==> src/hdl/assert_macros.svh <==
// Assertion helpers for the RTL.
`ifndef ASSERT_MACROS_SVH
`define ASSERT_MACROS_SVH
`ifndef NO_ASSERTIONS
// same-cycle implication
`define ASSERT_IMP(label, clk, rst_n, a, c) \
  label: assert property (@(posedge clk) disable iff (!rst_n) (a) |-> (c)) \
    else $error("assertion failed");
// next-cycle implication
`define ASSERT_NXT(label, clk, rst_n, a, c) \
  label: assert property (@(posedge clk) disable iff (!rst_n) (a) |=> (c)) \
    else $error("assertion failed");
`else
`define ASSERT_IMP(label, clk, rst_n, a, c)
`define ASSERT_NXT(label, clk, rst_n, a, c)
`endif
`endif

==> src/hdl/edid_pkg.sv <==
package edid_pkg;

  localparam int unsigned TextCap = 13;

  localparam logic [7:0] TagName   = 8'hFC;
  localparam logic [7:0] TagSerial = 8'hFF;
  localparam logic [7:0] CharLf    = 8'h0A;
  localparam logic [7:0] CharSpace = 8'h20;

  localparam logic [4:0] KindError     = 5'd0;
  localparam logic [4:0] KindMfr       = 5'd1;
  localparam logic [4:0] KindProduct   = 5'd2;
  localparam logic [4:0] KindSerial    = 5'd3;
  localparam logic [4:0] KindWeek      = 5'd4;
  localparam logic [4:0] KindYear      = 5'd5;
  localparam logic [4:0] KindVersion   = 5'd6;
  localparam logic [4:0] KindRevision  = 5'd7;
  localparam logic [4:0] KindDigital   = 5'd8;
  localparam logic [4:0] KindExt       = 5'd9;
  localparam logic [4:0] KindClock     = 5'd10;
  localparam logic [4:0] KindWidth     = 5'd11;
  localparam logic [4:0] KindHeight    = 5'd12;
  localparam logic [4:0] KindWidthMm   = 5'd13;
  localparam logic [4:0] KindHeightMm  = 5'd14;
  localparam logic [4:0] KindNameLo    = 5'd15;
  localparam logic [4:0] KindNameHi    = 5'd16;
  localparam logic [4:0] KindSerTextLo = 5'd17;
  localparam logic [4:0] KindSerTextHi = 5'd18;

  typedef struct packed {
    logic [7:0] data_byte;
    logic       end_of_buffer;
  } in_word_t;

  typedef struct packed {
    logic [4:0]  result_kind;
    logic [63:0] field_value;
    logic        last_result;
  } out_word_t;

endpackage

==> src/hdl/edid_base_block_parser.sv <==
// EDID base-block parser. One byte word is taken per cycle while in_stall_o is low; the last byte
// of a buffer carries end_of_buffer. After byte 127 the block emits 18 result words (kinds 1..18,
// the last flagged), one per cycle while the receiver does not stall, from the captured field
// registers; input is stalled until all 18 have been taken. A result word held by a stalled
// receiver also stalls the input. A short buffer or a failed header/checksum yields one error
// word. Bytes beyond 127 are dropped until end_of_buffer, which restarts the parser.
`include "assert_macros.svh"
module edid_base_block_parser (
  input  logic                 clk_i,
  input  logic                 rst_ni,
  input  logic                 in_valid_i,
  output logic                 in_stall_o,
  input  edid_pkg::in_word_t   in_word_i,
  output logic                 out_valid_o,
  input  logic                 out_stall_i,
  output edid_pkg::out_word_t  out_word_o
);

  logic [6:0]        off_q, off_d;
  logic              done_q, done_d;
  logic [7:0]        sum_q, sum_d;
  logic              hdr_q, hdr_d;
  logic [13:0][7:0]  id_q, id_d;
  logic [17:0][7:0]  s0_q, s0_d;
  logic              s0tim_q, s0tim_d;
  logic              tim_q, tim_d;
  logic [7:0]        tag_q, tag_d;
  logic [12:0][7:0]  name_q, name_d;
  logic [12:0][7:0]  ser_q, ser_d;
  logic [3:0]        nlen_q, nlen_d;
  logic [3:0]        slen_q, slen_d;
  logic [3:0]        tidx_q, tidx_d;
  logic [3:0]        nz_q, nz_d;
  logic              stop_q, stop_d;
  logic [4:0]        pos_q, pos_d;
  logic              busy_q, busy_d;
  logic              pend_q, pend_d;
  logic [4:0]        kind_q, kind_d;
  logic              ovld_q, ovld_d;
  edid_pkg::out_word_t oword_q, oword_d;

  logic       acc, oload;
  logic [7:0] b;
  logic       eob;
  logic       restart;

  assign oload      = !ovld_q || !out_stall_i;
  assign in_stall_o = busy_q || !oload;
  assign acc        = in_valid_i && !in_stall_o;
  assign b          = in_word_i.data_byte;
  assign eob        = in_word_i.end_of_buffer;

  function automatic logic [63:0] pack_text(logic [12:0][7:0] ch, logic [3:0] len,
                                            logic [3:0] first, logic [3:0] cnt);
    logic [63:0] v;
    logic [4:0]  idx;
    v = '0;
    for (int i = 0; i < 8; i++) begin
      idx = 5'(first) + 5'(i);
      if (4'(i) < cnt && idx < 5'(edid_pkg::TextCap) && idx < 5'(len)) begin
        v[8*i +: 8] = ch[idx[3:0]];
      end
    end
    return v;
  endfunction

  function automatic logic [63:0] field_of(logic [4:0] k);
    logic [63:0] v;
    logic [15:0] m;
    m = {id_q[0], id_q[1]};
    v = '0;
    case (k)
      edid_pkg::KindMfr: v = 64'({8'h40 + {3'd0, m[4:0]}, 8'h40 + {3'd0, m[9:5]},
                                  8'h40 + {3'd0, m[14:10]}});
      edid_pkg::KindProduct:  v = 64'({id_q[3], id_q[2]});
      edid_pkg::KindSerial:   v = 64'({id_q[7], id_q[6], id_q[5], id_q[4]});
      edid_pkg::KindWeek:     v = 64'(id_q[8]);
      edid_pkg::KindYear:     v = 64'(12'd1990 + 12'(id_q[9]));
      edid_pkg::KindVersion:  v = 64'(id_q[10]);
      edid_pkg::KindRevision: v = 64'(id_q[11]);
      edid_pkg::KindDigital:  v = 64'(id_q[12][7]);
      edid_pkg::KindExt:      v = 64'(id_q[13]);
      edid_pkg::KindClock:
        v = s0tim_q ? 64'(20'({s0_q[1], s0_q[0]}) * 20'd10) : '0;
      edid_pkg::KindWidth:    v = s0tim_q ? 64'({s0_q[4][7:4], s0_q[2]}) : '0;
      edid_pkg::KindHeight:   v = s0tim_q ? 64'({s0_q[7][7:4], s0_q[5]}) : '0;
      edid_pkg::KindWidthMm:  v = s0tim_q ? 64'({s0_q[14][7:4], s0_q[12]}) : '0;
      edid_pkg::KindHeightMm: v = s0tim_q ? 64'({s0_q[14][3:0], s0_q[13]}) : '0;
      edid_pkg::KindNameLo:   v = pack_text(name_q, nlen_q, 4'd0, 4'd8);
      edid_pkg::KindNameHi:
        v = pack_text(name_q, nlen_q, 4'd8, 4'd5) | (64'(nlen_q) << 40);
      edid_pkg::KindSerTextLo: v = pack_text(ser_q, slen_q, 4'd0, 4'd8);
      edid_pkg::KindSerTextHi:
        v = pack_text(ser_q, slen_q, 4'd8, 4'd5) | (64'(slen_q) << 40);
      default: v = '0;
    endcase
    return v;
  endfunction

  always_comb begin
    off_d = off_q; done_d = done_q; sum_d = sum_q; hdr_d = hdr_q;
    id_d = id_q; s0_d = s0_q; s0tim_d = s0tim_q; tim_d = tim_q; tag_d = tag_q;
    name_d = name_q; ser_d = ser_q; nlen_d = nlen_q; slen_d = slen_q;
    tidx_d = tidx_q; nz_d = nz_q; stop_d = stop_q; pos_d = pos_q;
    busy_d = busy_q; pend_d = pend_q; kind_d = kind_q;
    ovld_d = ovld_q && out_stall_i;
    oword_d = oword_q;
    restart = 1'b0;

    if (busy_q && oload) begin
      ovld_d = 1'b1;
      oword_d.result_kind = kind_q;
      oword_d.field_value = field_of(kind_q);
      oword_d.last_result = (kind_q == edid_pkg::KindSerTextHi);
      kind_d = kind_q + 5'd1;
      if (kind_q == edid_pkg::KindSerTextHi) begin
        busy_d = 1'b0;
        restart = pend_q;
      end
    end

    if (acc) begin
      if (done_q) begin
        restart = eob;
      end else begin
        sum_d = sum_q + b;
        if (off_q < 7'd8) begin
          if (b != ((off_q == 7'd0 || off_q == 7'd7) ? 8'h00 : 8'hFF)) hdr_d = 1'b0;
        end
        if (off_q >= 7'd8 && off_q <= 7'd20) id_d[4'(off_q - 7'd8)] = b;
        if (off_q == 7'd126) id_d[13] = b;
        if (off_q >= 7'd54 && off_q < 7'd126) begin
          pos_d = (pos_q == 5'd17) ? 5'd0 : pos_q + 5'd1;
          if (off_q < 7'd72) s0_d[pos_q] = b;
          if (pos_q == 5'd0) begin
            tim_d = (b != 8'd0);
          end else if (pos_q == 5'd1) begin
            if (b != 8'd0) tim_d = 1'b1;
            if (off_q < 7'd72) s0tim_d = tim_d;
          end else if (pos_q == 5'd3) begin
            tag_d = tim_q ? 8'd0 : b;
          end else if (pos_q == 5'd4) begin
            tidx_d = 4'd0; stop_d = 1'b0; nz_d = 4'd0;
          end else if (pos_q >= 5'd5 &&
                       (tag_q == edid_pkg::TagName || tag_q == edid_pkg::TagSerial)) begin
            if (!stop_q) begin
              if (b == edid_pkg::CharLf) begin
                stop_d = 1'b1;
              end else if (tidx_q < 4'(edid_pkg::TextCap)) begin
                if (tag_q == edid_pkg::TagName) name_d[tidx_q] = b;
                else ser_d[tidx_q] = b;
                tidx_d = tidx_q + 4'd1;
                if (b != edid_pkg::CharSpace) nz_d = tidx_q + 4'd1;
              end
            end
            if (pos_q == 5'd17) begin
              if (tag_q == edid_pkg::TagName) nlen_d = nz_d;
              else slen_d = nz_d;
            end
          end
        end
        off_d = off_q + 7'd1;
        if (off_q == 7'd127) begin
          done_d = 1'b1;
          if (!hdr_d || sum_d != 8'd0) begin
            ovld_d = 1'b1;
            oword_d = '{result_kind: edid_pkg::KindError, field_value: '0, last_result: 1'b1};
            restart = eob;
          end else begin
            busy_d = 1'b1;
            kind_d = edid_pkg::KindMfr;
            pend_d = eob;
          end
        end else if (eob) begin
          ovld_d = 1'b1;
          oword_d = '{result_kind: edid_pkg::KindError, field_value: '0, last_result: 1'b1};
          restart = 1'b1;
        end
      end
    end

    if (restart) begin
      off_d = '0; done_d = 1'b0; sum_d = '0; hdr_d = 1'b1; s0tim_d = 1'b0;
      tim_d = 1'b0; tag_d = '0; nlen_d = '0; slen_d = '0; tidx_d = '0;
      nz_d = '0; stop_d = 1'b0; pos_d = '0; pend_d = 1'b0;
    end
  end

  always_ff @(posedge clk_i or negedge rst_ni) begin
    if (!rst_ni) begin
      off_q <= '0; done_q <= 1'b0; sum_q <= '0; hdr_q <= 1'b1; s0tim_q <= 1'b0;
      tim_q <= 1'b0; tag_q <= '0; nlen_q <= '0; slen_q <= '0; tidx_q <= '0;
      nz_q <= '0; stop_q <= 1'b0; pos_q <= '0; busy_q <= 1'b0; pend_q <= 1'b0;
      kind_q <= '0; ovld_q <= 1'b0;
    end else begin
      off_q <= off_d; done_q <= done_d; sum_q <= sum_d; hdr_q <= hdr_d; s0tim_q <= s0tim_d;
      tim_q <= tim_d; tag_q <= tag_d; nlen_q <= nlen_d; slen_q <= slen_d; tidx_q <= tidx_d;
      nz_q <= nz_d; stop_q <= stop_d; pos_q <= pos_d; busy_q <= busy_d; pend_q <= pend_d;
      kind_q <= kind_d; ovld_q <= ovld_d;
    end
  end

  always_ff @(posedge clk_i) begin
    id_q <= id_d; s0_q <= s0_d; name_q <= name_d; ser_q <= ser_d; oword_q <= oword_d;
  end

  assign out_valid_o = ovld_q;
  assign out_word_o  = oword_q;

  `ASSERT_IMP(a_busy_stalls, clk_i, rst_ni, busy_q, in_stall_o)
  `ASSERT_IMP(a_busy_not_last, clk_i, rst_ni, busy_q && ovld_q, !oword_q.last_result)
  `ASSERT_IMP(a_err_last, clk_i, rst_ni, ovld_q && oword_q.result_kind == edid_pkg::KindError, oword_q.last_result)
  `ASSERT_NXT(a_busy_done, clk_i, rst_ni, busy_q, done_q || !busy_q)

endmodule

==> config.mk <==
export PLATFORM = sky130hd
export DESIGN_NAME = edid_base_block_parser
export DESIGN_NICKNAME = d
export VERILOG_FILES = /design/src/hdl/edid_pkg.sv /design/src/hdl/edid_base_block_parser.sv
export VERILOG_INCLUDE_DIRS = /design/src /design/src/hdl
export SDC_FILE = /design/constraint.sdc
export NUM_CORES = 1
export LEC_CHECK = 0
export ABC_AREA = 1
export BUFFER_PORTS_ARGS = -buffer_cell sky130_fd_sc_hd__buf_2
export CELL_PAD_IN_SITES_DETAIL_PLACEMENT = 0
export CELL_PAD_IN_SITES_GLOBAL_PLACEMENT = 2
export CORE_UTILIZATION = 45
export DETAILED_ROUTE_END_ITERATION = 7
export PLACE_DENSITY = 0.91
export SETUP_SLACK_MARGIN = 0.4
export SLEW_MARGIN = 20
export SYNTH_ARGS = -nofsm -noshare
export SYNTH_HDL_FRONTEND = slang
export SYNTH_SLANG_ARGS = --single-unit
==> constraint.sdc <==
create_clock -name clk_i -period 4.49 [get_ports clk_i]
set_input_delay 0.2245 -clock clk_i [delete_from_list [all_inputs] [get_ports clk_i]]
set_output_delay 0.2245 -clock clk_i [all_outputs]
set_load 0.02 [all_outputs]
==> flow_summary.ini, run 1 <==
[layout]
nFillCells = 4204
multi_input_area_um2 = 6685
drive_gt1_share_pct = 11.50
syn2layout_area_growth_pct = 13.28
fin_cells = 2780
antennaDiodeCount = 0
design_area_um2 = 24530
seqCellArea_um2 = 14120
fin_nets = 2192

[placed_design]
placed_area_um2 = 22820
post-place-ws_ps = 815.2
port_buffers = 84
dpl.cell_count = 2681
hpwl_um = 41190
place_congestion = 0.8895

[clock_tree]
clock-sinks = 503
cts-root-buf = clkbuf_16
cts_htree_levels = 2
clkSlewWorstSetupHoldPaths_ps = 60
tritoncts.num_buffers = 52
clock_latency_ps = 610
clockBufferDepth = 3
cts_tree = built

[power_and_ir_drop]
sw_frac_of_total_pct = 24.45
leakage_nw = 9.424
combPwrFrac_pct = 8.2
clkPwrFrac_pct = 41.3
power.total_mw = 10.35
p_sw_mw = 2.531
power_density_nw_per_um2 = 421.8
p_seq_share_pct = 50.5
p_int_mw = 7.818
vdd_drop_max_v = 0.0002762

[yosys]
postSynthNetCount = 2076
ys_dominant_reg_cell = edfxtp_1
synth_top_family_by_area = simple AND/OR/NAND/NOR gates
yosysSeqAreaShare_pct = 65.19
synth-compound-area-share_pct = 8.434
async_reset_ff_share_pct = 11.33
synthMuxAreaShare_pct = 0
ys_ff_latch = 503
synthAdderAreaFrac_pct = 3.304
syn_area_um2 = 21660
yosysTopAreaCellShare_pct = 52.13
synth-xor-area-share_pct = 0.4044
synth.most_common_cell = nand2_1
synth_common_cells = nand2_1, edfxtp_1, nor2_1
postSynthAreaPerCell_um2 = 10.79
synth.area.top_cells = edfxtp_1, nand2_1, dfrtp_1
netlist_instances = 2007
synth_edf_count = 376
synthSimpleGateAreaFrac_pct = 18.69
synth_top_cell_by_area = edfxtp_1
synth_warnings = 0
synth.distinct_cells = 63

[timing]
setup_violations = 0
slew_headroom_pct = 30.38
fin_crit_sh_pct = 85.04
final.setup_skew_ps = 32.92
fmax_ghz = 0.2619
hold_viol = 0
finalSetupTns_ps = 0
grt_setup_unrepaired = false
period_minus_slack_ps = 3818
drv_slew = 0
tightest_slew_ps = 1040
worst_slack_ps = 671.8

[grt]
grt_pass1_vias = 15010
grt.overflow.total = 0
grt_max_degree = 78
grt_pass1_wl_um = 91960
grt_usage_pct = 24.86
antenna_found_initial = 1

[setup_path]
critPathArrivalTime_ps = 4050
cp_common_cell = nor2_1
r2r_cells = 10
r2r_slack_ps = 670
cp-end-kind = register
worstPathMaxFanout = 8
worst-setup-path-type = register to register
reg2reg_to = ser_q[21]$_DFFE_PP_
crit_required_ps = 4720
path_cells = nand2_1 > inv_1 > nor2_1 > nand2_1 > nor2_1 > inv_1 > nor4_1 > nand3b_1 > buf_4 > nor2_1
timing.rr.start = out_valid_o$_DFF_PN0_
crit_slowest_cell = nand3b_1
worst_path_largest_cell_delay_ps = 550
worstSetupStartpointType = register

[floorplan]
dieArea_um2 = 49010
coreArea_um2 = 47650
rows = 80
die_h_um = 221.4
start_util_pct = 45.46
ios = 85
die_w_um = 221.4

[route]
drt-initial-drc-count = 1604
num_vias = 15550
drc = 0
post_drt_via_cell_ratio = 5.594
firstDrtPassIters = 5
wirelength_um = 60220
antenna_left = 0
routedWlPerCell_um = 21.66

[status]
outcome = finished clean

[flow_run]
cap_violations = 0

[worst_hold_path]
holdPathStages = 5
hold_start = in_word_i[0]
hold_path_end = pend_q$_DFFE_PN0P_
hold_class = primary input to register
==> routing by layer <==
layer | routed length, um | track usage [%] | vias up | share of wire, %
met5 | 0 | 0 | - | 0
li1 | - | - | 7268 | -
met2 | 27300 | 39.05 | 622 | 45
met4 | 1137 | 6.181 | 0 | 1.9
met1 | 27110 | 36.70 | 7580 | 45
met3 | 4677 | 3.041 | 82 | 7.8
==> repair_timing <==
item	in CTS	in global routing
setup buffers	0	0
resized for setup	0	0
hold buffers	3	0
endpoints found under the hold margin	58	0
==> worst max path at each step <==
stage	from	endpoint	slack, ps	cells after the start
2_1_floorplan	out_valid_o$_DFF_PN0_	name_q[10]$_DFFE_PP_	1990	10
3_3_place_gp	out_valid_o$_DFF_PN0_	ser_q[66]$_DFFE_PP_	910	10
3_5_place_dp	out_valid_o$_DFF_PN0_	ser_q[20]$_DFFE_PP_	820	10
4_1_cts	out_valid_o$_DFF_PN0_	ser_q[21]$_DFFE_PP_	800	10
5_1_grt	out_valid_o$_DFF_PN0_	ser_q[64]$_DFFE_PP_	460	10
6_report	out_valid_o$_DFF_PN0_	ser_q[21]$_DFFE_PP_	670	10
==> placed cells by master (no fill, tap or decap), drive strengths merged, types with 7 or more instances in the layout <==
master | synthesis | routed
a22oi | 10 | 10
a211oi | 11 | 11
edfxtp | 376 | 376
nand2 | 499 | 499
dfxtp | 70 | 70
a221oi | 23 | 23
clkinv | 3 | 23
a21oi | 124 | 124
ha | 54 | 54
clkbuf | 31 | 65
nor2 | 187 | 187
nand4 | 50 | 50
o21ai | 72 | 72
nand3b | 10 | 10
dfrtp | 56 | 56
o2111ai | 8 | 8
inv | 157 | 160
buf | 24 | 114
a31oi | 7 | 7
nand3 | 145 | 145
nor3 | 23 | 23
a22o | 14 | 14
xor2 | 7 | 7
==> cell families (layout without fill, tap and decap cells) <==
group | after synthesis | in the layout
buf+inv | 215 | 373
xor+xnor | 10 | 10
fa+ha+maj | 56 | 56
compound gates | 297 | 297
simple gates | 926 | 926
flops | 503 | 503
==> power by group through the flow <==
stage                     clock network [mW]  registers (mW)  logic (mW)
after detailed placement                   0            5.32       0.838
final                                   4.27            5.23       0.845
after global routing                    4.52            5.24       0.961
after global placement                     0            5.32       0.828
after CTS                               4.34            5.22       0.843
after floorplan                            0            5.26       0.591
==> registers in the layout, summed over array words and instances, names as in the netlist, 7 cells and up <==
name,cells
ser_q,104
s0_q,64
name_q,104
sum_q,8
id_q,104
out_word_o,70
off_q,7
tag_q,8
==> metrics by stage <==
stage | hold WS [ps] | util [%]
finish | 66.38 | 51.49
global route | 82.03 | 51.49
CTS | 26.43 | 51.49
detailed placement | 449.2 | 47.89
global placement | 448.8 | 47.89
floorplan | -71.09 | -
==> worst max-delay path, delay by kind of cell (launching register included) <==
family / cells / cell delay [ps]
buffers and inverters: 3 / 640
flip-flops: 1 / 380
AND/OR/NAND/NOR: 7 / 2440
==> cell type report <==
cell class              instances  share of cell area [%]
clock inverters                31                   1.198
well taps                     615                   3.136
clock buffers                  65                   5.666
flip-flops and latches        503                   57.55
inverters                     160                   2.448
repair buffers                117                   2.754
multi-input cells            1289                   27.25
Note: power is estimated with default switching activity, not from simulation.
==> run 2: changes to the inputs <==
--- a/config.mk
+++ b/config.mk
@@ -10,9 +10,10 @@
 export BUFFER_PORTS_ARGS = -buffer_cell sky130_fd_sc_hd__buf_2
 export CELL_PAD_IN_SITES_DETAIL_PLACEMENT = 0
 export CELL_PAD_IN_SITES_GLOBAL_PLACEMENT = 2
-export CORE_UTILIZATION = 45
+export CORE_UTILIZATION = 44
 export DETAILED_ROUTE_END_ITERATION = 7
-export PLACE_DENSITY = 0.91
+export MAX_ROUTING_LAYER = met4
+export PLACE_DENSITY = 0.9
 export SETUP_SLACK_MARGIN = 0.4
 export SLEW_MARGIN = 20
 export SYNTH_ARGS = -nofsm -noshare
==> flow_summary.ini, run 2 (synthesis gave the netlist of run 1 again) <==
[setup_path]
r2r_slack_ps = 1170
cpLargestDelayFamily = simple AND/OR/NAND/NOR gates
crit_end = ser_q[65]$_DFFE_PP_
worstPathMaxFanout = 8
worst-path-buf-inv = 3
critPathArrivalTime_ps = 3560
worst-setup-path-type = register to register
r2r_cells = 10
reg2reg_to = ser_q[65]$_DFFE_PP_
worstSetupStartpointType = register
path_cells = nand2_1 > inv_1 > nor2_1 > nand2_1 > nor2_1 > inv_1 > nor4_1 > nand3b_1 > buf_4 > nor2_1
worst_path_largest_cell_delay_ps = 460
cp_num_cells = 10
crit_required_ps = 4730
cp-end-kind = register
setup.worst_path.start = out_valid_o$_DFF_PN0_
cp_common_cell = nor2_1
crit_slowest_cell = nor2_1
timing.rr.start = out_valid_o$_DFF_PN0_

[power_and_ir_drop]
combPwrFrac_pct = 8.2
power_density_nw_per_um2 = 416.4
vdd_drop_max_v = 0.0002819
leakage_nw = 9.542
p_sw_mw = 2.576
p_seq_share_pct = 50.8
sw_frac_of_total_pct = 24.98
p_int_mw = 7.737
clkPwrFrac_pct = 41.1

[floorplan]
dieArea_um2 = 50120
die_w_um = 223.9
die_h_um = 223.9
rows = 80
ios = 85
coreArea_um2 = 48150
start_util_pct = 44.98

[clock_tree]
hold_buffers = 3
cts-root-buf = clkbuf_16
cts_setup_buffers = 0
tritoncts.num_buffers = 52
cts_htree_levels = 2
clock_latency_ps = 620
cts_tree = built
clock-sinks = 503
clkSlewWorstSetupHoldPaths_ps = 60
clockBufferDepth = 3
cts_resized = 0

[route]
highest_layer = met4
met1_length_um = 27420
drt-initial-drc-count = 1436
firstDrtPassIters = 5
route.met3.wl_um = 4236
wl_met2_um = 26480
wirelength_um = 59880
num_vias = 15470
antenna_left = 0
routedWlPerCell_um = 21.00
drc = 0
post_drt_via_cell_ratio = 5.427

[flow_run]
cap_violations = 0

[placed_design]
place_congestion = 0.8834
port_buffers = 84
hpwl_um = 41380
placed_area_um2 = 23060

[grt]
grt_usage_pct = 24.88
grt.overflow.total = 0
grt_pass1_vias = 14990
grt_pass1_wl_um = 90690
grt_max_degree = 78
antenna_found_initial = 3

[layout]
reg_top3 = id_q x104, name_q x104, ser_q x104
fin_nets = 2218
design_area_um2 = 24770
final_cell_mix = nand2_1, edfxtp_1, nor2_1
final_common_cell = nand2_1
syn2layout_area_growth_pct = 14.36
drive_gt1_share_pct = 12.31
nFillCells = 4304

[timing]
period_minus_slack_ps = 3323
final.setup_skew_ps = 26.18
tightest_slew_ps = 1127
grt_setup_unrepaired = false
drv_slew = 0
finalSetupTns_ps = 0
slew_headroom_pct = 24.58
setup_violations = 0
hold_viol = 0
fin_crit_sh_pct = 74.00
fmax_ghz = 0.3010

[status]
outcome = finished clean

[worst_hold_path]
hold_class = primary input to register
==> run 2: cell types whose count changed in the layout (fill, tap and decap cells not counted), sizes merged <==
| cell | previous run | this run |
|---|---|---|
| clkbuf | 65 | 67 |
| bufinv | 5 | 3 |
| clkinvlp | 3 | 5 |
| diode | 0 | 2 |
| buf | 114 | 140 |
==> run 2: per-layer routing <==
| metal | global-route usage, % | vias to the layer above |
|---|---|---|
| met4 | 8.109 | 0 |
| met1 | 34.15 | 7489 |
| met5 | - | - |
| met3 | 4.801 | 98 |
| met2 | 37.23 | 539 |
| li1 | - | 7345 |
==> run 2: stage by stage <==
step | setup WS (ps) | hold slack, ps | utilization, % | power (mW) | std cells
final | 1167 | 50.85 | 51.44 | 10.31 | 2851
after global routing | 950.8 | 25.25 | 51.44 | 10.68 | 2851
after CTS | 1199 | 7.746 | 51.43 | 10.36 | 2849
after detailed placement | 1195 | 450.8 | 47.91 | 6.160 | 2748
after global placement | 1249 | 447.2 | 47.91 | 6.146 | 2748
after floorplan | 1990 | -71.09 | - | 5.848 | 2007
==> run 2: final cells by class <==
| class | instances | area (um^2) | share of cell area, % |
|---|---|---|---|
| tap | 656 | 820.8 | 3.314 |
| antenna | 2 | 5.005 | 0.02021 |
| sequential | 503 | 14120 | 57.01 |
| clock inverter | 31 | 259.0 | 1.046 |
| multi-input combinational | 1289 | 6683 | 26.98 |
| clock buffer | 67 | 1409 | 5.688 |
| inverter | 160 | 600.6 | 2.425 |
| timing repair buffer | 143 | 870.8 | 3.516 |
==> run 2: how the worst min path moves through the flow <==
stage          slack [ps]  depth (start not counted)                    from                     end
6_report               50                          1            in_word_i[6]     s0_q[109]$_DFFE_PP_
3_5_place_dp          450                          2  out_word_o[58]$_DFF_P_  out_word_o[58]$_DFF_P_
2_1_floorplan         -70                          0                  rst_ni        busy_q$_DFF_PN0_
5_1_grt                30                          1            in_word_i[7]     ser_q[54]$_DFFE_PP_
3_3_place_gp          450                          2                  rst_ni    sum_q[1]$_DFFE_PN0P_
4_1_cts                 8                          1            in_word_i[7]     ser_q[54]$_DFFE_PP_
==> run 2: power by group through the flow <==
stage	logic [mW]	registers [mW]	clock network [mW]
floorplan	0.591	5.26	0
global route	0.950	5.25	4.47
CTS	0.837	5.23	4.29
detailed placement	0.830	5.33	0
global placement	0.820	5.33	0
finish	0.842	5.24	4.23
